===== src/hw/rtl/rles_pkg.sv =====
// ----------------------------------------------------------------------------
// rles_pkg
// Shared types, constants and arithmetic helpers of the RGB light effect
// sequencer: transaction structs, effect codes and the LFSR / modulo helpers.
// ----------------------------------------------------------------------------
package rles_pkg;

    // Top of the rainbow and up-down ramps, full level of the xmas effect
    localparam int DUTY_MAX = 255;
    localparam int DUTY_W   = 8;
    localparam int DUTY_TOP = (1 << DUTY_W) - 1;

    // Ramp index must hold DUTY_MAX and any pulse top level
    localparam int RAMP_W_RAW = $clog2(DUTY_MAX + 1);
    localparam int RAMP_W     = (RAMP_W_RAW > DUTY_W) ? RAMP_W_RAW : DUTY_W;

    // Command number decoding
    localparam int DIGIT_BASE  = 48;
    localparam int NUM_W       = 15;
    localparam int NUM_BIAS    = DIGIT_BASE * 100 + DIGIT_BASE * 10 + DIGIT_BASE;
    localparam int LEVEL_TOP   = 255;
    localparam int PERIOD_TOP  = 1023;

    // Timed effects
    localparam int COLOR_DELAY_BASE = 800;
    localparam int COLOR_MOD        = 255;
    localparam int XMAS_DELAY_MOD   = 1000;
    localparam int XMAS_MOD         = 3;
    localparam int RECIP_SHIFT      = 26;
    localparam int RECIP_1000       = ((1 << RECIP_SHIFT) + XMAS_DELAY_MOD - 1)
                                      / XMAS_DELAY_MOD;
    localparam logic [15:0] LFSR_TAPS = 16'hB400;

    // Widths of the state
    localparam int TICK_W   = 11;
    localparam int PERIOD_W = 10;
    localparam int PHASE_W  = 3;
    localparam int LFSR_W   = 16;

    // Command characters
    localparam logic [7:0] CHAR_0 = 8'h30;   // '0'
    localparam logic [7:0] CHAR_5 = 8'h35;   // '5'
    localparam logic [7:0] CHAR_M = 8'h6D;   // 'm'
    localparam logic [7:0] CHAR_R = 8'h72;   // 'r'
    localparam logic [7:0] CHAR_G = 8'h67;   // 'g'
    localparam logic [7:0] CHAR_B = 8'h62;   // 'b'
    localparam logic [7:0] CHAR_T = 8'h74;   // 't'
    localparam logic [7:0] CHAR_S = 8'h73;   // 's'

    // Channel indexes
    localparam logic [1:0] CH_R = 2'd0;
    localparam logic [1:0] CH_G = 2'd1;
    localparam logic [1:0] CH_B = 2'd2;
    localparam int NUM_CH = 3;

    // Result event codes
    localparam logic [1:0] EV_NONE    = 2'd0;
    localparam logic [1:0] EV_EFFECT  = 2'd1;
    localparam logic [1:0] EV_SETTING = 2'd2;

    // Configuration register indexes
    localparam int CFG_IDX_W  = 2;
    localparam int CFG_DATA_W = 16;
    localparam logic [CFG_IDX_W-1:0] CFG_PULSE_FLOOR = 2'd0;
    localparam logic [CFG_IDX_W-1:0] CFG_RANDOM_SEED = 2'd1;

    typedef enum logic [2:0] {
        EFF_RAINBOW = 3'd0,
        EFF_UPDOWN  = 3'd1,
        EFF_MANUAL  = 3'd2,
        EFF_PULSE   = 3'd3,
        EFF_XMAS    = 3'd4,
        EFF_RANDOM  = 3'd5
    } effect_t;

    typedef enum logic {
        OP_BYTE = 1'b0,
        OP_TICK = 1'b1
    } op_t;

    typedef struct packed {
        logic       mode;
        logic [7:0] rx_byte;
    } in_item_t;

    typedef struct packed {
        logic [7:0] red_duty;
        logic [7:0] green_duty;
        logic [7:0] blue_duty;
        logic [1:0] event_res;
    } out_item_t;

    // Classified item handed from front to back
    typedef struct packed {
        op_t        op;
        logic [7:0] rx_byte;
    } op_item_t;

    // One Galois LFSR step, zero is replaced by one
    function automatic logic [LFSR_W-1:0] lfsr_step(input logic [LFSR_W-1:0] v);
        logic [LFSR_W-1:0] n;
        n = v[0] ? ((v >> 1) ^ LFSR_TAPS) : (v >> 1);
        return (n == '0) ? LFSR_W'(1) : n;
    endfunction

    // v % 255 by folding bytes (256 = 1 mod 255)
    function automatic logic [7:0] mod255(input logic [15:0] v);
        logic [8:0] s;
        logic [8:0] t;
        s = 9'(v[15:8]) + 9'(v[7:0]);
        t = 9'(s[7:0]) + 9'(s[8]);
        return (t == 9'(COLOR_MOD)) ? 8'd0 : t[7:0];
    endfunction

    // v % 3 by folding bytes, then bit pairs (4 = 1 mod 3)
    function automatic logic [1:0] mod3(input logic [15:0] v);
        logic [8:0] s;
        logic [3:0] a;
        logic [2:0] b;
        s = 9'(v[15:8]) + 9'(v[7:0]);
        a = 4'(s[8]) + 4'(s[7:6]) + 4'(s[5:4]) + 4'(s[3:2]) + 4'(s[1:0]);
        b = 3'(a[3:2]) + 3'(a[1:0]);
        if (b >= 3'd6)
        begin
            return 2'd0;
        end
        else if (b >= 3'd3)
        begin
            return 2'(b - 3'd3);
        end
        return b[1:0];
    endfunction

    // v % 1000 through a reciprocal multiply (exact for 16-bit v)
    function automatic logic [9:0] mod1000(input logic [15:0] v);
        logic [32:0] prod;
        logic [6:0]  q;
        logic [16:0] qk;
        logic [15:0] r;
        prod = 33'(v) * 33'(RECIP_1000);
        q    = prod[32:26];
        qk   = 17'(q) * 17'(XMAS_DELAY_MOD);
        r    = v - qk[15:0];
        return r[9:0];
    endfunction

    // Duty write saturation
    function automatic logic [DUTY_W-1:0] sat_duty(input logic [RAMP_W:0] v);
        return (v > (RAMP_W+1)'(DUTY_TOP)) ? DUTY_W'(DUTY_TOP) : v[DUTY_W-1:0];
    endfunction

    // Three-digit command number, clamped to 0..hi
    function automatic logic [PERIOD_W-1:0] sat_num(input logic [NUM_W-1:0] raw,
                                                    input logic [PERIOD_W-1:0] hi);
        logic [NUM_W-1:0] d;
        d = raw - NUM_W'(NUM_BIAS);
        if (raw < NUM_W'(NUM_BIAS))
        begin
            return '0;
        end
        else if (d > NUM_W'(hi))
        begin
            return hi;
        end
        return d[PERIOD_W-1:0];
    endfunction

    // Rainbow cross-fade channel pairs per phase
    function automatic logic [1:0] rainbow_up_ch(input logic [1:0] p);
        case (p)
            2'd1:    return CH_R;
            2'd2:    return CH_B;
            default: return CH_G;
        endcase
    endfunction

    function automatic logic [1:0] rainbow_down_ch(input logic [1:0] p);
        case (p)
            2'd1:    return CH_G;
            2'd2:    return CH_R;
            default: return CH_B;
        endcase
    endfunction

    // Up-down channel order: green, red, blue
    function automatic logic [1:0] updown_ch(input logic [1:0] half);
        case (half)
            2'd1:    return CH_R;
            2'd2:    return CH_B;
            default: return CH_G;
        endcase
    endfunction

endpackage


===== src/hw/rtl/rles_front.sv =====
// ----------------------------------------------------------------------------
// rles_front
// Input side: accepts transactions, classifies them as command byte or tick
// and holds them in a two-entry queue until the back end takes them.
// ----------------------------------------------------------------------------
module rles_front
    import rles_pkg::*;
(
    input  logic     clk,
    input  logic     rst_n,
    input  logic     in_valid,
    output logic     in_stall,
    input  in_item_t in_data,
    output logic     q_valid,
    output op_item_t q_item,
    input  logic     q_pop
);

    op_item_t    entry_reg [2];
    logic        wr_ptr_reg;
    logic        wr_ptr_next;
    logic        rd_ptr_reg;
    logic        rd_ptr_next;
    logic [1:0]  count_reg;
    logic [1:0]  count_next;
    logic        push;
    logic        pop;
    op_item_t    classified;

    // Classify incoming transaction
    always_comb
    begin
        classified.op      = in_data.mode ? OP_TICK : OP_BYTE;
        classified.rx_byte = in_data.rx_byte;
    end

    assign in_stall = (count_reg == 2'd2);
    assign push     = in_valid && !in_stall;
    assign q_valid  = (count_reg != 2'd0);
    assign pop      = q_pop && q_valid;
    assign q_item   = entry_reg[rd_ptr_reg];

    // Queue pointers
    always_comb
    begin
        wr_ptr_next = push ? !wr_ptr_reg : wr_ptr_reg;
        rd_ptr_next = pop ? !rd_ptr_reg : rd_ptr_reg;
        count_next  = count_reg + 2'(push) - 2'(pop);
    end

    always_ff @(posedge clk or negedge rst_n)
    begin
        if (!rst_n)
        begin
            wr_ptr_reg <= 1'b0;
            rd_ptr_reg <= 1'b0;
            count_reg  <= 2'd0;
        end
        else
        begin
            wr_ptr_reg <= wr_ptr_next;
            rd_ptr_reg <= rd_ptr_next;
            count_reg  <= count_next;
        end
    end

    // Queue storage
    always_ff @(posedge clk)
    begin
        if (push)
        begin
            entry_reg[wr_ptr_reg] <= classified;
        end
    end

endmodule


===== src/hw/rtl/rles_back.sv =====
// ----------------------------------------------------------------------------
// rles_back
// Execution side: command window decode, effect ramps, timed random effects,
// configuration registers and the output register of the result channel.
// ----------------------------------------------------------------------------
module rles_back
    import rles_pkg::*;
(
    input  logic                  clk,
    input  logic                  rst_n,
    input  logic                  q_valid,
    input  op_item_t              q_item,
    output logic                  q_pop,
    input  logic                  cfg_valid,
    input  logic [CFG_IDX_W-1:0]  cfg_index,
    input  logic [CFG_DATA_W-1:0] cfg_data,
    output logic                  out_valid,
    input  logic                  out_stall,
    output out_item_t             out_data
);

    logic [7:0]          window_reg [4];
    logic [7:0]          window_next [4];
    effect_t             active_reg;
    effect_t             active_next;
    effect_t             fallback_reg;
    effect_t             fallback_next;
    logic [DUTY_W-1:0]   level_reg [NUM_CH];
    logic [DUTY_W-1:0]   level_next [NUM_CH];
    logic [DUTY_W-1:0]   duty_reg [NUM_CH];
    logic [DUTY_W-1:0]   duty_next [NUM_CH];
    logic [7:0]          pulse_top_reg;
    logic [7:0]          pulse_top_next;
    logic [PERIOD_W-1:0] period_reg;
    logic [PERIOD_W-1:0] period_next;
    logic [TICK_W-1:0]   tick_reg;
    logic [TICK_W-1:0]   tick_next;
    logic [RAMP_W-1:0]   idx_reg;
    logic [RAMP_W-1:0]   idx_next;
    logic [PHASE_W-1:0]  phase_reg;
    logic [PHASE_W-1:0]  phase_next;
    logic [LFSR_W-1:0]   lfsr_reg;
    logic [LFSR_W-1:0]   lfsr_next;
    logic [7:0]          floor_reg;
    logic [7:0]          floor_next;
    logic                out_valid_reg;
    logic                out_valid_next;
    out_item_t           out_data_reg;
    out_item_t           out_data_next;

    // Decode helpers
    logic [7:0]          nw [4];
    logic [NUM_W-1:0]    num_raw;
    logic [7:0]          num_level;
    logic [PERIOD_W-1:0] num_period;
    logic [1:0]          ev;
    logic                is_effect_cmd;
    logic [2:0]          effect_code;
    logic [1:0]          level_ch;

    // Tick helpers
    logic [TICK_W:0]     tick_inc;
    logic [1:0]          rb_p;
    logic [PHASE_W-1:0]  ud_p;
    logic [1:0]          ud_ch;
    logic [1:0]          ud_next_ch;
    logic [PHASE_W-1:0]  ud_np;
    logic [RAMP_W:0]     idx_inc;
    logic [RAMP_W:0]     idx_dec;
    logic [RAMP_W:0]     rb_down;
    logic [RAMP_W:0]     top_w;
    logic [RAMP_W:0]     pulse_val;
    logic [LFSR_W-1:0]   l1;
    logic [LFSR_W-1:0]   l2;
    logic [LFSR_W-1:0]   l3;
    logic [LFSR_W-1:0]   l4;

    assign q_pop     = q_valid && (!out_valid_reg || !out_stall);
    assign out_valid = out_valid_reg;
    assign out_data  = out_data_reg;

    // Command window shift and number
    always_comb
    begin
        nw[0] = window_reg[1];
        nw[1] = window_reg[2];
        nw[2] = window_reg[3];
        nw[3] = q_item.rx_byte;
        num_raw = NUM_W'(nw[1]) * NUM_W'(100) + NUM_W'(nw[2]) * NUM_W'(10)
                + NUM_W'(nw[3]);
        num_level  = 8'(sat_num(num_raw, PERIOD_W'(LEVEL_TOP)));
        num_period = sat_num(num_raw, PERIOD_W'(PERIOD_TOP));
        is_effect_cmd = (nw[0] == CHAR_M) && (nw[1] == CHAR_0) && (nw[2] == CHAR_0)
                     && (nw[3] >= CHAR_0) && (nw[3] <= CHAR_5);
        effect_code = 3'(nw[3] - CHAR_0);
        if (nw[0] == CHAR_R)
        begin
            level_ch = CH_R;
        end
        else if (nw[0] == CHAR_G)
        begin
            level_ch = CH_G;
        end
        else
        begin
            level_ch = CH_B;
        end
    end

    // Ramp and LFSR helpers
    always_comb
    begin
        tick_inc   = (TICK_W+1)'(tick_reg) + (TICK_W+1)'(1);
        rb_p       = (phase_reg < PHASE_W'(3)) ? phase_reg[1:0] : 2'd0;
        ud_p       = (phase_reg < PHASE_W'(6)) ? phase_reg : '0;
        ud_ch      = updown_ch(ud_p[2:1]);
        ud_np      = (ud_p == PHASE_W'(5)) ? '0 : ud_p + PHASE_W'(1);
        ud_next_ch = updown_ch(ud_np[2:1]);
        idx_inc    = (RAMP_W+1)'(idx_reg) + (RAMP_W+1)'(1);
        idx_dec    = (idx_reg != '0) ? (RAMP_W+1)'(idx_reg) - (RAMP_W+1)'(1) : '0;
        rb_down    = (RAMP_W+1)'(DUTY_MAX) - idx_inc;
        top_w      = (RAMP_W+1)'(pulse_top_reg);
        if (phase_reg == '0)
        begin
            pulse_val = ((RAMP_W+1)'(idx_reg) < top_w) ? idx_inc : (RAMP_W+1)'(idx_reg);
        end
        else
        begin
            pulse_val = ((RAMP_W+1)'(idx_reg) > top_w) ? top_w : (RAMP_W+1)'(idx_reg);
            if (pulse_val != '0)
            begin
                pulse_val = pulse_val - (RAMP_W+1)'(1);
            end
        end
        l1 = lfsr_step(lfsr_reg);
        l2 = lfsr_step(l1);
        l3 = lfsr_step(l2);
        l4 = lfsr_step(l3);
    end

    // Item execution and configuration writes
    always_comb
    begin
        window_next    = window_reg;
        active_next    = active_reg;
        fallback_next  = fallback_reg;
        level_next     = level_reg;
        duty_next      = duty_reg;
        pulse_top_next = pulse_top_reg;
        period_next    = period_reg;
        tick_next      = tick_reg;
        idx_next       = idx_reg;
        phase_next     = phase_reg;
        lfsr_next      = lfsr_reg;
        floor_next     = floor_reg;
        ev             = EV_NONE;

        if (q_pop)
        begin
            if (q_item.op == OP_BYTE)
            begin
                // Decode the window
                active_next = fallback_reg;
                if (is_effect_cmd)
                begin
                    active_next = effect_t'(effect_code);
                    if (effect_t'(effect_code) != EFF_UPDOWN)
                    begin
                        fallback_next = effect_t'(effect_code);
                    end
                    ev = EV_EFFECT;
                end
                else if ((nw[0] == CHAR_R) || (nw[0] == CHAR_G) || (nw[0] == CHAR_B))
                begin
                    for (int c = 0; c < NUM_CH; c++)
                    begin
                        if (level_ch == 2'(c))
                        begin
                            level_next[c] = num_level;
                            duty_next[c]  = num_level;
                        end
                    end
                    ev = EV_SETTING;
                end
                else if (nw[0] == CHAR_T)
                begin
                    pulse_top_next = num_level;
                    ev = EV_SETTING;
                end
                else if (nw[0] == CHAR_S)
                begin
                    period_next = num_period;
                    ev = EV_SETTING;
                end

                if (ev != EV_NONE)
                begin
                    for (int i = 0; i < 4; i++)
                    begin
                        window_next[i] = '0;
                    end
                end
                else
                begin
                    window_next = nw;
                end

                // Restart the running effect
                tick_next  = '0;
                idx_next   = '0;
                phase_next = '0;
                case (active_next)
                    EFF_UPDOWN:
                    begin
                        duty_next[CH_G] = '0;
                    end
                    EFF_PULSE:
                    begin
                        if (pulse_top_next != '0)
                        begin
                            for (int c = 0; c < NUM_CH; c++)
                            begin
                                if (level_next[c] > floor_reg)
                                begin
                                    duty_next[c] = '0;
                                end
                            end
                        end
                    end
                    EFF_MANUAL:
                    begin
                        duty_next = level_next;
                    end
                    default:
                    begin
                    end
                endcase
            end
            else
            begin
                case (active_reg)
                    EFF_RAINBOW, EFF_UPDOWN, EFF_PULSE:
                    begin
                        tick_next = TICK_W'(tick_inc);
                        if (tick_inc > (TICK_W+1)'(period_reg))
                        begin
                            tick_next = '0;
                            if (active_reg == EFF_RAINBOW)
                            begin
                                // Cross-fade one channel up, one down
                                for (int c = 0; c < NUM_CH; c++)
                                begin
                                    if (rainbow_up_ch(rb_p) == 2'(c))
                                    begin
                                        duty_next[c] = sat_duty(idx_inc);
                                    end
                                    if (rainbow_down_ch(rb_p) == 2'(c))
                                    begin
                                        duty_next[c] = sat_duty(rb_down);
                                    end
                                end
                                if (idx_inc >= (RAMP_W+1)'(DUTY_MAX))
                                begin
                                    idx_next   = '0;
                                    phase_next = (rb_p == 2'd2) ? '0
                                               : PHASE_W'(rb_p) + PHASE_W'(1);
                                end
                                else
                                begin
                                    idx_next = RAMP_W'(idx_inc);
                                end
                            end
                            else if (active_reg == EFF_UPDOWN)
                            begin
                                // Ramp one channel up then down, in turn
                                if (!ud_p[0])
                                begin
                                    idx_next = RAMP_W'(idx_inc);
                                    for (int c = 0; c < NUM_CH; c++)
                                    begin
                                        if (ud_ch == 2'(c))
                                        begin
                                            duty_next[c] = sat_duty(idx_inc);
                                        end
                                    end
                                    if (idx_inc >= (RAMP_W+1)'(DUTY_MAX))
                                    begin
                                        phase_next = ud_p + PHASE_W'(1);
                                    end
                                end
                                else
                                begin
                                    idx_next = RAMP_W'(idx_dec);
                                    for (int c = 0; c < NUM_CH; c++)
                                    begin
                                        if (ud_ch == 2'(c))
                                        begin
                                            duty_next[c] = sat_duty(idx_dec);
                                        end
                                        if ((idx_dec == '0) && (ud_next_ch == 2'(c)))
                                        begin
                                            duty_next[c] = '0;
                                        end
                                    end
                                    if (idx_dec == '0)
                                    begin
                                        phase_next = ud_np;
                                    end
                                end
                            end
                            else if (pulse_top_reg != '0)
                            begin
                                // Pulse between zero and the pulse top
                                idx_next = RAMP_W'(pulse_val);
                                for (int c = 0; c < NUM_CH; c++)
                                begin
                                    if (level_reg[c] > floor_reg)
                                    begin
                                        duty_next[c] = sat_duty(pulse_val);
                                    end
                                end
                                if (phase_reg == '0)
                                begin
                                    if (pulse_val >= top_w)
                                    begin
                                        phase_next = PHASE_W'(1);
                                    end
                                end
                                else if (pulse_val == '0)
                                begin
                                    phase_next = '0;
                                end
                            end
                        end
                    end
                    EFF_MANUAL:
                    begin
                        duty_next = level_reg;
                    end
                    EFF_XMAS, EFF_RANDOM:
                    begin
                        if (tick_reg != '0)
                        begin
                            tick_next = tick_reg - TICK_W'(1);
                        end
                        else if (active_reg == EFF_RANDOM)
                        begin
                            duty_next[CH_R] = mod255(l1);
                            duty_next[CH_G] = mod255(l2);
                            duty_next[CH_B] = mod255(l3);
                            tick_next = TICK_W'({mod255(l4), 1'b0})
                                      + TICK_W'(COLOR_DELAY_BASE);
                            lfsr_next = l4;
                        end
                        else
                        begin
                            case (mod3(l1))
                                2'd0:
                                begin
                                    duty_next[CH_R] = DUTY_W'(DUTY_MAX > DUTY_TOP
                                                              ? DUTY_TOP : DUTY_MAX);
                                    duty_next[CH_G] = '0;
                                end
                                2'd1:
                                begin
                                    duty_next[CH_R] = '0;
                                    duty_next[CH_G] = '0;
                                end
                                default:
                                begin
                                    duty_next[CH_R] = '0;
                                    duty_next[CH_G] = DUTY_W'(DUTY_MAX > DUTY_TOP
                                                              ? DUTY_TOP : DUTY_MAX);
                                end
                            endcase
                            tick_next = TICK_W'(mod1000(l2));
                            lfsr_next = l2;
                        end
                    end
                    default:
                    begin
                    end
                endcase
            end
        end

        // Configuration writes
        if (cfg_valid)
        begin
            case (cfg_index)
                CFG_PULSE_FLOOR:
                begin
                    floor_next = cfg_data[7:0];
                end
                CFG_RANDOM_SEED:
                begin
                    lfsr_next = (cfg_data[LFSR_W-1:0] == '0) ? LFSR_W'(1)
                              : cfg_data[LFSR_W-1:0];
                end
                default:
                begin
                end
            endcase
        end
    end

    // Output register
    always_comb
    begin
        out_valid_next = q_pop ? 1'b1 : (out_valid_reg && out_stall);
        out_data_next.red_duty   = duty_next[CH_R];
        out_data_next.green_duty = duty_next[CH_G];
        out_data_next.blue_duty  = duty_next[CH_B];
        out_data_next.event_res  = ev;
    end

    always_ff @(posedge clk or negedge rst_n)
    begin
        if (!rst_n)
        begin
            for (int i = 0; i < 4; i++)
            begin
                window_reg[i] <= '0;
            end
            for (int c = 0; c < NUM_CH; c++)
            begin
                level_reg[c] <= '0;
                duty_reg[c]  <= '0;
            end
            active_reg    <= EFF_RAINBOW;
            fallback_reg  <= EFF_RAINBOW;
            pulse_top_reg <= 8'(LEVEL_TOP);
            period_reg    <= PERIOD_W'(10);
            tick_reg      <= '0;
            idx_reg       <= '0;
            phase_reg     <= '0;
            lfsr_reg      <= LFSR_W'(1);
            floor_reg     <= '0;
            out_valid_reg <= 1'b0;
        end
        else
        begin
            window_reg    <= window_next;
            level_reg     <= level_next;
            duty_reg      <= duty_next;
            active_reg    <= active_next;
            fallback_reg  <= fallback_next;
            pulse_top_reg <= pulse_top_next;
            period_reg    <= period_next;
            tick_reg      <= tick_next;
            idx_reg       <= idx_next;
            phase_reg     <= phase_next;
            lfsr_reg      <= lfsr_next;
            floor_reg     <= floor_next;
            out_valid_reg <= out_valid_next;
        end
    end

    // Result payload
    always_ff @(posedge clk)
    begin
        if (q_pop)
        begin
            out_data_reg <= out_data_next;
        end
    end

endmodule


===== src/hw/rtl/rgb_light_effect_sequencer_unit.sv =====
// ----------------------------------------------------------------------------
// rgb_light_effect_sequencer_unit
// RGB light effect sequencer: serial command bytes and millisecond ticks in,
// three duty levels and a decode event out, one result per transaction.
// ----------------------------------------------------------------------------
// Usage:
//   in channel  : in_valid / in_stall, in_data carries mode (0 byte, 1 tick)
//                 and rx_byte. A transaction completes when valid && !stall.
//   out channel : out_valid / out_stall, out_data carries the three duty
//                 levels and event_res; exactly one result per input item.
//   cfg channel : cfg_valid / cfg_ready (always ready), cfg_index selects
//                 pulse_floor (0) or random_seed (1); the seed also reloads
//                 the LFSR. Write only while no transaction is in flight.
//   Path        : an accepted input goes through the queue entry, then is
//                 executed into the output register.
//   Throughput  : 1 item per cycle while out_stall is low; each item is one
//                 pass of the execute stage, ticks with random colour included.
//   Reset       : rst_n clears the queue and output valid and loads all
//                 effect state to its power-up values (rainbow effect).
//   Stall       : the result register holds while out_stall is high; the
//                 two-entry queue absorbs input, then in_stall rises.
// ----------------------------------------------------------------------------
module rgb_light_effect_sequencer_unit
    import rles_pkg::*;
(
    input  logic                  clk,
    input  logic                  rst_n,
    input  logic                  in_valid,
    output logic                  in_stall,
    input  in_item_t              in_data,
    output logic                  out_valid,
    input  logic                  out_stall,
    output out_item_t             out_data,
    input  logic                  cfg_valid,
    output logic                  cfg_ready,
    input  logic [CFG_IDX_W-1:0]  cfg_index,
    input  logic [CFG_DATA_W-1:0] cfg_data
);

    logic     q_valid;
    logic     q_pop;
    op_item_t q_item;

    assign cfg_ready = 1'b1;

    // Accept and classify
    rles_front u_front (
        .clk      (clk),
        .rst_n    (rst_n),
        .in_valid (in_valid),
        .in_stall (in_stall),
        .in_data  (in_data),
        .q_valid  (q_valid),
        .q_item   (q_item),
        .q_pop    (q_pop)
    );

    // Execute and hold result
    rles_back u_back (
        .clk       (clk),
        .rst_n     (rst_n),
        .q_valid   (q_valid),
        .q_item    (q_item),
        .q_pop     (q_pop),
        .cfg_valid (cfg_valid && cfg_ready),
        .cfg_index (cfg_index),
        .cfg_data  (cfg_data),
        .out_valid (out_valid),
        .out_stall (out_stall),
        .out_data  (out_data)
    );

endmodule

===== config.mk =====
export PLATFORM = sky130hd
export DESIGN_NAME = rgb_light_effect_sequencer_unit
export DESIGN_NICKNAME = d
export VERILOG_FILES = /design/src/hw/rtl/rles_pkg.sv /design/src/hw/rtl/rles_front.sv /design/src/hw/rtl/rles_back.sv /design/src/hw/rtl/rgb_light_effect_sequencer_unit.sv
export SDC_FILE = /design/constraint.sdc
export NUM_CORES = 1
export LEC_CHECK = 0
export BUFFER_PORTS_ARGS = -buffer_cell sky130_fd_sc_hd__buf_2
export CORE_ASPECT_RATIO = 1.75
export CORE_UTILIZATION = 40
export DETAILED_ROUTE_END_ITERATION = 8
export PLACE_DENSITY = 0.68
export SLEW_MARGIN = 20
export SYNTH_ARGS = -nofsm -noshare
export SYNTH_HDL_FRONTEND = slang
export SYNTH_SLANG_ARGS = --single-unit

===== constraint.sdc =====
create_clock -name clk -period 8.1 [get_ports clk]
set_input_delay 1.215 -clock clk [delete_from_list [all_inputs] [get_ports clk]]
set_output_delay 1.215 -clock clk [all_outputs]
set_load 0.005 [all_outputs]

**Word-level counts from Yosys, hierarchy flattened**

Memory sizes are Yosys's and may differ from the RTL's.
Cells that the tools add are included.

- Register bits after elaboration: 173
- Memory bits (writable): 18
- Input port bits: 32
- Output and inout bits: 29
- Word-level logic and storage cells: 362
- Memories kept: 1

Memory list:

| name | depth | width | rd ports | clocked after Yosys merged registers in | wr ports | RTL line | text |
|---|---|---|---|---|---|---|---|
| u_front.entry_reg | 2 | 9 | 1 | 0 | 1 | rles_front.sv:19 | `op_item_t entry_reg [2];` |

- Add/subtract/negate cells: 30
- $mul: 4
- $lt $le $gt $ge: 24
- Equality and inequality tests: 50
- Muxes and demuxes: 168
- Bitwise gates (word level): 8
- Reduce and logical (&&, ||, !) cells: 51

Operators by type and width:

| cell | number |
|---|---|
| $mux 8 | 53 |
| $mux 24 | 16 |
| $mux 16 | 17 |
| $logic_not 16->1 | 5 |
| $pmux 24 s3 | 1 |
| $mux 3 | 19 |
| $gt 8x8->1 | 7 |
| $mux 2 | 27 |
| $eq 8x7->1 const B | 6 |
| $mux 11 | 4 |
| $add 8x1->9 | 4 |
| $add 8x8->9 | 4 |
| $eq 9x8->1 const B | 4 |
| $gt 9x8->1 const B | 4 |
| $mux 9 | 4 |
| $mul 16x17->33 const B | 1 |
| $pmux 16 s2 | 1 |
| $pmux 8 s2 | 2 |
| $mux 10 | 3 |
| $pmux 8 s3 | 1 |
| $reduce_bool 8->1 | 3 |
| $pmux 11 s2 | 1 |
| $eq 2x1->1 const B | 10 |
| $eq 2x2->1 const B | 9 |
| other kinds (64) | 129 |

**Depth between registers and ports, before layout**

Gate-level depths: netlist (run 1).

- Depth after elaboration: 31
- Gate-level depth with buffers: 36
- Depth with buffers taken out: 35

**Hierarchy**

From an unflattened synthesis (run 1), not the netlist that was laid out.

- Cell total of the unflattened synthesis: 2,941
- Area total of the unflattened synthesis: 23,799.1 µm²

By module, submodules not included:

| module | times used | cells each | area each (µm²) | sequential area each (µm²) |
|---|---|---|---|---|
| rles_back | 1 | 2,893 | 22,935.7 | 4,372.9 |
| rles_front | 1 | 46 | 852.1 | 640.6 |
| rgb_light_effect_sequencer_unit | 1 | 2 | 11.3 | 0.0 |

**Worst setup path after synthesis (run 1)**

OpenSTA, ideal clock, no wires.

- Path kind: flip-flop to flip-flop
- Start: register u_back.lfsr_reg[0]
- End: register u_back.out_data_reg (netlist bit u_back.out_data[13]) (data pin)
- Setup time: 266 ps
- Data arrival time: 7,459 ps
- Data required time: 7,834 ps
- Setup slack: 375 ps
- Stages on the path, launching flop included: 31
- Buffers on the path: 2
- Period minus slack after synthesis: 7,725 ps
- Cells stage by stage: dfstp_2 -> buf_2 -> buf_1 -> xor2_1 -> ha_1 -> nor2b_1 -> o21ai_0 -> a21boi_0 -> o311ai_0 -> nand2b_1 -> a21o_1 -> ha_1 -> ha_1 -> fa_1 -> fa_1 -> ha_1 -> fa_1 -> ha_1 -> inv_1 -> fa_1 -> inv_1 -> ha_1 -> nor2_1 -> o21ai_0 -> a21oi_1 -> a21oi_1 -> and2_1 -> a21oi_1 -> o211ai_1 -> a41o_1 -> a311o_1

RTL lines:

| item | RTL line | text |
|---|---|---|
| from (decl) | rles_back.sv:42 | `logic [LFSR_W-1:0] lfsr_reg;` |
| from (signal assigned) | rles_back.sv:453 | `lfsr_reg <= lfsr_next;` |
| to (signal assigned) | rles_back.sv:464 | `out_data_reg <= out_data_next;` |
| to (decl) | rles_back.sv:48 | `out_item_t out_data_reg;` |

**Final worst setup path (run 1)**

- Start: register u_back.lfsr_reg[5]
- End: register u_back.tick_reg[9]

- Longest elaborated chain between the ends: 24
- Elaborated cells between the ends (all ways): 27
- Classes of those cells: 4 x add/sub; 2 x mul; 1 x eq/ne; 13 x mux; 3 x bitwise; 4 x reduce/logical

RTL lines:

| item | RTL line | text |
|---|---|---|
| $mux 16 (*) | rles_pkg.sv:102 | `n = v[0] ? ((v >> 1) ^ LFSR_TAPS) : (v >> 1);` |
| $logic_not 16->1 | rles_pkg.sv:103 | `return (n == '0) ? LFSR_W'(1) : n;` |
| $mux 16 (*) | rles_pkg.sv:103 |  |
| $not 3->4 (no line) | -- |  |
| $mux 16 (*) | rles_pkg.sv:102 |  |
| $logic_not 16->1 | rles_pkg.sv:103 |  |
| $mux 16 (*) | rles_pkg.sv:103 |  |
| branches (longest 13 deep; another with $mul 16x17->33) | -- |  |
| $mux 11 (*) | rles_back.sv:346 | `else if (active_reg == EFF_RANDOM)` |
| $mux 11 (*) | rles_back.sv:342 | `if (tick_reg != '0)` |
| $pmux 11 s2 (*) | rles_back.sv:241 | `case (active_reg)` |
| $mux 11 (*) | rles_back.sv:160 | `if (q_item.op == OP_BYTE)` |
| to (signal assigned) | rles_back.sv:450 | `tick_reg <= tick_next;` |
| to (decl) | rles_back.sv:36 | `logic [TICK_W-1:0] tick_reg;` |

Mark *: on every way between the ends.
A chain may end at the register's enable or synchronous reset.

==> tab_implementation.tex, run 1 <==
\begin{tabular}{lr}
\hline
Metric & Value \\
\hline
\multicolumn{2}{l}{\textbf{Run status}} \\
\quad Result of the run & complete, no violations \\
\multicolumn{2}{l}{\textbf{Global routing}} \\
\quad Overflow left after global routing & 0 \\
\quad Global routing usage summed across all routing layers & 30.6\% \\
\quad Largest net degree at the start of global routing & 92 \\
\quad Initial antenna violation count & 10 \\
\quad Vias in the first global route & 23600 \\
\quad Wire length of the first global-routing pass & 142 mm \\
\multicolumn{2}{l}{\textbf{Floorplanning}} \\
\quad Top Ports & 61 \\
\quad Initial standard-cell utilization of the core & 40.4\% \\
\quad Die Y-Extent & 328 um \\
\quad Area of the die & 61600 um\^{}2 \\
\quad Core Area & 60000 um\^{}2 \\
\quad Row count & 119 \\
\quad Die span in x & 188 um \\
\multicolumn{2}{l}{\textbf{STA}} \\
\quad Number of hold-slack violations in the final timing report & 0 \\
\quad Final critical path time including I/O delays and setup & 7780 ps \\
\quad Setup TNS & 0 ps \\
\quad Max Transition Viols Final & 0 \\
\quad Actual transition at the worst max-transition pin & 1200 ps \\
\quad Fmax achieved & 129 MHz \\
\quad Share of the cycle needed by the critical path after routing & 96.0\% \\
\quad Finish-stage setup viols & 0 \\
\quad Normalized max-slew margin & 17.8\% \\
\quad Worst hold slack after final layout & 487 ps \\
\quad Layout Skew & 17.1 ps \\
\multicolumn{2}{l}{\textbf{Layout}} \\
\quad Total Nets Final & 3432 \\
\quad Number of filler instances in the final layout & 6038 \\
\quad Max FFs per register & 26 \\
\quad Growth of design area from synthesis to finish & 9.71\% \\
\quad Proportion of layout cells with a drive suffix above 1 & 11.4\% \\
\quad Most used cells in the layout excluding fill and tap cells & sky130\_fd\_sc\_hd\_\_ha\_1 (338), sky130\_fd\_sc\_hd\_\_nand2\_1 (276), sky130\_fd\_sc\_hd\_\_nor2\_1 (224) \\
\quad Area taken by multi-input logic gates & 17900 um\^{}2 \\
\quad Storage cell area & 5020 um\^{}2 \\
\quad Final cell count without fillers & 3804 \\
\quad Final Core Density & 44.3\% \\
\quad Leading cell type in the layout, fill and taps excluded & sky130\_fd\_sc\_hd\_\_ha\_1 \\
\multicolumn{2}{l}{\textbf{Place}} \\
\quad Final RePlAce weighted congestion & 1.01 \\
\quad Port Buf Inserts & 59 \\
\quad Hpwl dp & 71.0 mm \\
\quad Placed insts & 3755 \\
\multicolumn{2}{l}{\textbf{Clocking}} \\
\quad Root buffer cell & sky130\_fd\_sc\_hd\_\_clkbuf\_16 \\
\quad Count of H-tree levels built during CTS & 4 \\
\quad Clock Latency Late Sink & 490 ps \\
\quad Clock Sinks & 191 \\
\quad Clock-pin slew reported for the worst setup and hold paths after clock tree synthesis & 80 ps \\
\quad Number of buffers inserted by hold repair at cts & 0 \\
\quad Num CTS Buffers & 17 \\
\quad TritonCTS clock tree & yes \\
\quad Maximum count of clock buffers along a single path & 2 \\
\multicolumn{2}{l}{\textbf{Critical path}} \\
\quad Startpoint-to-endpoint class of the critical path & flip-flop to flip-flop \\
\quad Register-to-register setup slack & 320 ps \\
\quad Signal arrival time at the worst endpoint & 8170 ps \\
\quad Peak per-stage delay on the critical path & 560 ps \\
\quad Worst-path maximum fanout & 8 \\
\quad CP Capture Type & flip-flop \\
\quad Startpoint Class & flip-flop \\
\quad Endpoint of the lowest-slack register-to-register path & u\_back.tick\_reg[9] \\
\quad Critical-path top delay cell & sky130\_fd\_sc\_hd\_\_fa\_1 \\
\quad Critical path required time & 8490 ps \\
\quad Reg2reg path depth & 30 \\
\quad Crit Reg-Reg Startpoint & u\_back.lfsr\_reg[5] \\
\multicolumn{2}{l}{\textbf{Logic synthesis}} \\
\quad Count of yosys warnings during synthesis & 0 \\
\quad Seq cells post-synth & 191 \\
\quad Fraction of the yosys area taken by sequential cells & 20.7\% \\
\quad Dominant register cell in the synthesized netlist & sky130\_fd\_sc\_hd\_\_dfrtp\_1 \\
\quad Share of synthesized registers carrying an async set or reset & 77.0\% \\
\quad Number of synthesized flops with an enable pin & 44 \\
\quad Post-synthesis instance area & 24200 um\^{}2 \\
\quad Count of unique library cells instantiated by Yosys & 106 \\
\quad Net Count, Synth & 3419 \\
\quad Post-synthesis instance total & 2986 \\
\quad Synth Area per Inst & 8.12 um\^{}2 \\
\multicolumn{2}{l}{\textbf{Min path}} \\
\quad Path type of the worst min-delay path & flip-flop to flip-flop \\
\quad Terminating pin of the worst hold path & u\_back.nw[31] \\
\quad Worst hold stages & 2 \\
\quad Start point of the worst min-delay path & u\_back.nw[31] \\
\multicolumn{2}{l}{\textbf{Route}} \\
\quad Vias per cell & 6.25 \\
\quad Final routed DRC violation total & 0 \\
\quad Remaining number of nets flagged by the antenna check after routing & 0 \\
\quad Number of detailed-routing iterations run before antenna repair & 6 \\
\quad Detailed-route via count & 23800 \\
\quad Final routed wirelength across all metal layers & 93.7 mm \\
\quad Routed length per placed instance & 24.6 um \\
\quad Number of DRC markers in iteration 0 & 1990 \\
\multicolumn{2}{l}{\textbf{Run}} \\
\quad MaxCap Viol Count & 0 \\
\hline
\end{tabular}
[worst max-delay path, delay by kind of cell, from the launching register on]
kind                       cells  cell delay (ps)
adders and majority gates     10             3970
AOI/OAI and AO/OA              8             1500
and+or+nand+nor                6             1050
xor gates and xnor gates       3              540
DFF                            1              410
buffers and inverters          3              220
[cell usage after synthesis (all sizes together), types with 22 or more instances]
master	n	area, um^2
a31oi	35	225
nor4	22	204
a221oi	25	219
and3	28	175
nand4	33	213
nand2	277	1040
mux2	33	375
buf	27	144
fa	58	1160
inv	228	866
dfrtp	136	3400
xnor2	91	797
o21a	26	195
a211oi	33	263
ha	343	4290
o211ai	29	218
nor3	57	297
mux2i	42	420
a21oi	217	1090
o21ai	235	1200
nor2	231	880
o221ai	28	245
a21o	39	293
xor2	58	508
nand2b	30	188
nand3	75	375
nor2b	33	206
edfxtp	44	1320
clkbuf	151	567
and2	28	175
[kinds of logic (layout without fill, tap and decap cells)]
| group | count (synthesis) | after routing | share of synthesized area [%] |
|---|---|---|---|
| adders and majority gates | 404 | 404 | 22.6 |
| and+or+nand+nor | 895 | 895 | 18.1 |
| DFF | 191 | 191 | 20.7 |
| other | 1 | 7 | 0.0155 |
| xor gates and xnor gates | 151 | 151 | 5.57 |
| AOI/OAI and AO/OA | 860 | 860 | 23.1 |
| muxes | 75 | 75 | 3.28 |
| buffers and inverters | 409 | 435 | 6.60 |
[timing repair]
item / in CTS / in global routing
hold endpoints to repair: 0 / 0
buffers inserted: 0 / 11
setup endpoints to repair: 0 / 50
resized for setup: 0 / 63
[layout make-up]
type                    count  area share, %
flip-flops and latches    191           18.9
diodes                      6         0.0565
multi-input cells        2386           67.3
repair buffers            172           4.37
well taps                 786           3.70
inverters                 231           3.35
clock buffers              17           1.60
clock inverters            15          0.715
[through the flow]
stage,setup slack [ps],area [um^2]
final,325,26600
after global routing,-18.0,26600
after CTS,68.5,26200
after detailed placement,47.4,25600
after global placement,222,25600
after floorplan,375,24200
[layer usage]
layer	part of all wire (%)	routed length, um	up-vias	track usage (%)
met3	6.5	6070	465	6.78
met4	9.4	8850	8	26.6
met2	49	46000	1132	52.5
met5	0.069	65	-	0
met1	35	32700	11400	31.4
li1	-	-	10800	-
[how the worst max path moves through the flow]
stage,to,cells past startpoint,start
2_1_floorplan,u_back.out_data[13],30,u_back.lfsr_reg[0]
4_1_cts,u_back.out_data[23],35,u_back.lfsr_reg[4]
3_3_place_gp,u_back.out_data[23],35,u_back.lfsr_reg[4]
6_report,u_back.tick_reg[9],30,u_back.lfsr_reg[5]
5_1_grt,u_back.out_data[12],30,u_back.nw[11]
3_5_place_dp,u_back.out_data[23],35,u_back.lfsr_reg[4]
Power of run 1 is left out: the tool's default activity adds up to more than one toggle a clock period on the data nets, which glitch-free logic cannot reach.
==> run 2, diff against run 1 <==
- CELL_PAD_IN_SITES_DETAIL_PLACEMENT: unset -> 1
- CELL_PAD_IN_SITES_GLOBAL_PLACEMENT: unset -> 2
- CORE_UTILIZATION: 40 -> 36
- GPL_ROUTABILITY_DRIVEN: unset -> 0
- PLACE_DENSITY: 0.68 -> 0.89
==> tab_implementation.tex, run 2 (same netlist as run 1, synthesis figures left out) <==
\begin{tabular}{lr}
\hline
Metric & Value \\
\hline
\multicolumn{2}{l}{\textbf{Layout}} \\
\quad Most used cells in the layout excluding fill and tap cells & sky130\_fd\_sc\_hd\_\_ha\_1 (332), sky130\_fd\_sc\_hd\_\_nand2\_1 (274), sky130\_fd\_sc\_hd\_\_nor2\_1 (224) \\
\quad Number of filler instances in the final layout & 7935 \\
\quad Total Nets Final & 3453 \\
\quad Proportion of layout cells with a drive suffix above 1 & 12.8\% \\
\quad Growth of design area from synthesis to finish & 11.4\% \\
\quad Leading cell type in the layout, fill and taps excluded & sky130\_fd\_sc\_hd\_\_ha\_1 \\
\quad Max FFs per register & 26 \\
\quad Final cell count without fillers & 3927 \\
\multicolumn{2}{l}{\textbf{Route}} \\
\quad Detailed-route via count & 24800 \\
\quad Final routed wirelength across all metal layers & 111 mm \\
\quad Remaining number of nets flagged by the antenna check after routing & 0 \\
\quad Final routed DRC violation total & 0 \\
\quad Number of detailed-routing iterations run before antenna repair & 9 \\
\quad Number of DRC markers in iteration 0 & 1695 \\
\quad Vias per cell & 6.32 \\
\quad Routed length per placed instance & 28.3 um \\
\multicolumn{2}{l}{\textbf{Critical path}} \\
\quad Endpoint of the lowest-slack register-to-register path & u\_back.out\_data[23] \\
\quad Worst-path maximum fanout & 7 \\
\quad Peak per-stage delay on the critical path & 580 ps \\
\quad CP Capture Type & flip-flop \\
\quad Startpoint-to-endpoint class of the critical path & flip-flop to flip-flop \\
\quad Startpoint Class & flip-flop \\
\quad Critical path required time & 8360 ps \\
\quad Reg2reg path depth & 36 \\
\quad Crit Reg-Reg Startpoint & u\_back.lfsr\_reg[9] \\
\quad Most common cell type on the critical path & sky130\_fd\_sc\_hd\_\_inv\_2 \\
\quad Crit-path leading delay family & adder cells \\
\quad Number of buffer and inverter stages on the critical path & 7 \\
\quad End point of the critical path & u\_back.out\_data[23] \\
\quad Register-to-register setup slack & 240 ps \\
\quad Beginning of the critical path & u\_back.lfsr\_reg[9] \\
\quad Signal arrival time at the worst endpoint & 8120 ps \\
\quad Critical-path top delay cell & sky130\_fd\_sc\_hd\_\_fa\_2 \\
\quad CP Depth & 36 \\
\multicolumn{2}{l}{\textbf{STA}} \\
\quad Final critical path time including I/O delays and setup & 7860 ps \\
\quad Setup TNS & 0 ps \\
\quad Share of the cycle needed by the critical path after routing & 97.1\% \\
\quad Max Transition Viols Final & 0 \\
\quad Actual transition at the worst max-transition pin & 1270 ps \\
\quad Number of hold-slack violations in the final timing report & 0 \\
\quad Layout Skew & 19.2 ps \\
\quad Fmax achieved & 127 MHz \\
\quad Finish-stage setup viols & 0 \\
\quad Normalized max-slew margin & 15.0\% \\
\multicolumn{2}{l}{\textbf{Place}} \\
\quad Hpwl dp & 83.4 mm \\
\quad Port Buf Inserts & 59 \\
\quad Placed insts & 3868 \\
\multicolumn{2}{l}{\textbf{Global routing}} \\
\quad Largest net degree at the start of global routing & 96 \\
\quad Initial antenna violation count & 19 \\
\quad Global routing usage summed across all routing layers & 32.8\% \\
\quad Vias in the first global route & 26700 \\
\quad Overflow left after global routing & 0 \\
\quad Wire length of the first global-routing pass & 166 mm \\
\multicolumn{2}{l}{\textbf{Floorplanning}} \\
\quad Core Area & 66500 um\^{}2 \\
\quad Die Y-Extent & 345 um \\
\quad Die span in x & 198 um \\
\quad Row count & 125 \\
\quad Initial standard-cell utilization of the core & 36.5\% \\
\quad Area of the die & 68400 um\^{}2 \\
\quad Top Ports & 61 \\
\multicolumn{2}{l}{\textbf{Clocking}} \\
\quad Root buffer cell & sky130\_fd\_sc\_hd\_\_clkbuf\_16 \\
\quad Num CTS Buffers & 17 \\
\quad Number of buffers inserted by hold repair at cts & 0 \\
\quad Clock Latency Late Sink & 520 ps \\
\quad TritonCTS clock tree & yes \\
\quad Clock-pin slew reported for the worst setup and hold paths after clock tree synthesis & 90 ps \\
\quad Clock Sinks & 191 \\
\quad Maximum count of clock buffers along a single path & 2 \\
\quad Count of H-tree levels built during CTS & 4 \\
\multicolumn{2}{l}{\textbf{Run}} \\
\quad MaxCap Viol Count & 0 \\
\multicolumn{2}{l}{\textbf{Run status}} \\
\quad Result of the run & complete, no violations \\
\multicolumn{2}{l}{\textbf{Min path}} \\
\quad Path type of the worst min-delay path & flip-flop to flip-flop \\
\hline
\end{tabular}
[run 2: cell count changes in the layout (fill, tap and decap cells not counted), moves of 4 or more]
cell                       before  now
sky130_fd_sc_hd__and2_4         0    4
sky130_fd_sc_hd__buf_4        110  132
sky130_fd_sc_hd__and2_1        26   22
sky130_fd_sc_hd__a21oi_2        5    9
sky130_fd_sc_hd__o21ai_0      223  214
sky130_fd_sc_hd__a21oi_1      211  206
sky130_fd_sc_hd__ha_1         338  332
sky130_fd_sc_hd__o21ai_1        8   17
sky130_fd_sc_hd__clkinv_8       8    3
[run 2: stage by stage]
| stage | util (%) | instance area [um^2] | worst slack [ps] | hold WS, ps |
|---|---|---|---|---|
| after floorplan | - | 24200 | 375 | 441 |
| after global placement | 38.9 | 25800 | 4.92 | 460 |
| after detailed placement | 38.9 | 25800 | -432 | 483 |
| after CTS | 39.9 | 26500 | 24.7 | 502 |
| after global routing | 40.6 | 27000 | -62.7 | 531 |
| final | 40.6 | 27000 | 239 | 505 |
[run 2: repair_timing]
action                                 in CTS  in global routing
gates resized for setup                    10                 80
buffers inserted                            2                 18
endpoints found under the hold margin       0                  0
pin swaps                                   1                 36
gates cloned                                0                  0
setup endpoints to repair                  34                 50
[run 2: final cells by class]
type	instances	area [um^2]	area share, %
antenna	5	12.5	0.0464
clock buffer	17	425	1.58
clock inverter	15	178	0.658
inverter	231	892	3.31
multi-input combinational	2386	18000	66.8
sequential	191	5010	18.6
tap	889	1110	4.12
timing repair buffer	193	1320	4.90
[run 2: layer usage]
layer	up-vias	routed length, um	track usage [%]
met4	22	13400	34.0
met5	-	149	0.654
met3	655	7600	9.66
met1	12200	36400	30.8
li1	10900	-	-
met2	1118	53600	54.7
[run 2: worst min path at each step]
stage,start,endpoint,slack [ps],cells past startpoint
final,u_front.wr_ptr_reg,u_front.wr_ptr_reg,510,1
after global routing,u_back.nw[31],u_back.nw[31],530,2
after CTS,u_back.nw[31],u_back.nw[31],500,2
after detailed placement,u_back.nw[31],u_back.nw[31],480,2
after global placement,u_back.nw[31],u_back.nw[31],460,2
after floorplan,u_back.nw[31],u_back.nw[31],440,2
[run 2: worst register-to-register path: cells and delay by family, from the launching register on]
kind                     cells  cell delay, ps
adder cells (fa/ha/maj)     11            3600
flip-flops                   1             410
buffers and inverters        7             700
AO/OA/AOI/OAI               10            1680
AND/OR/NAND/NOR              8            1200
Power of run 2 is left out for the same reason.
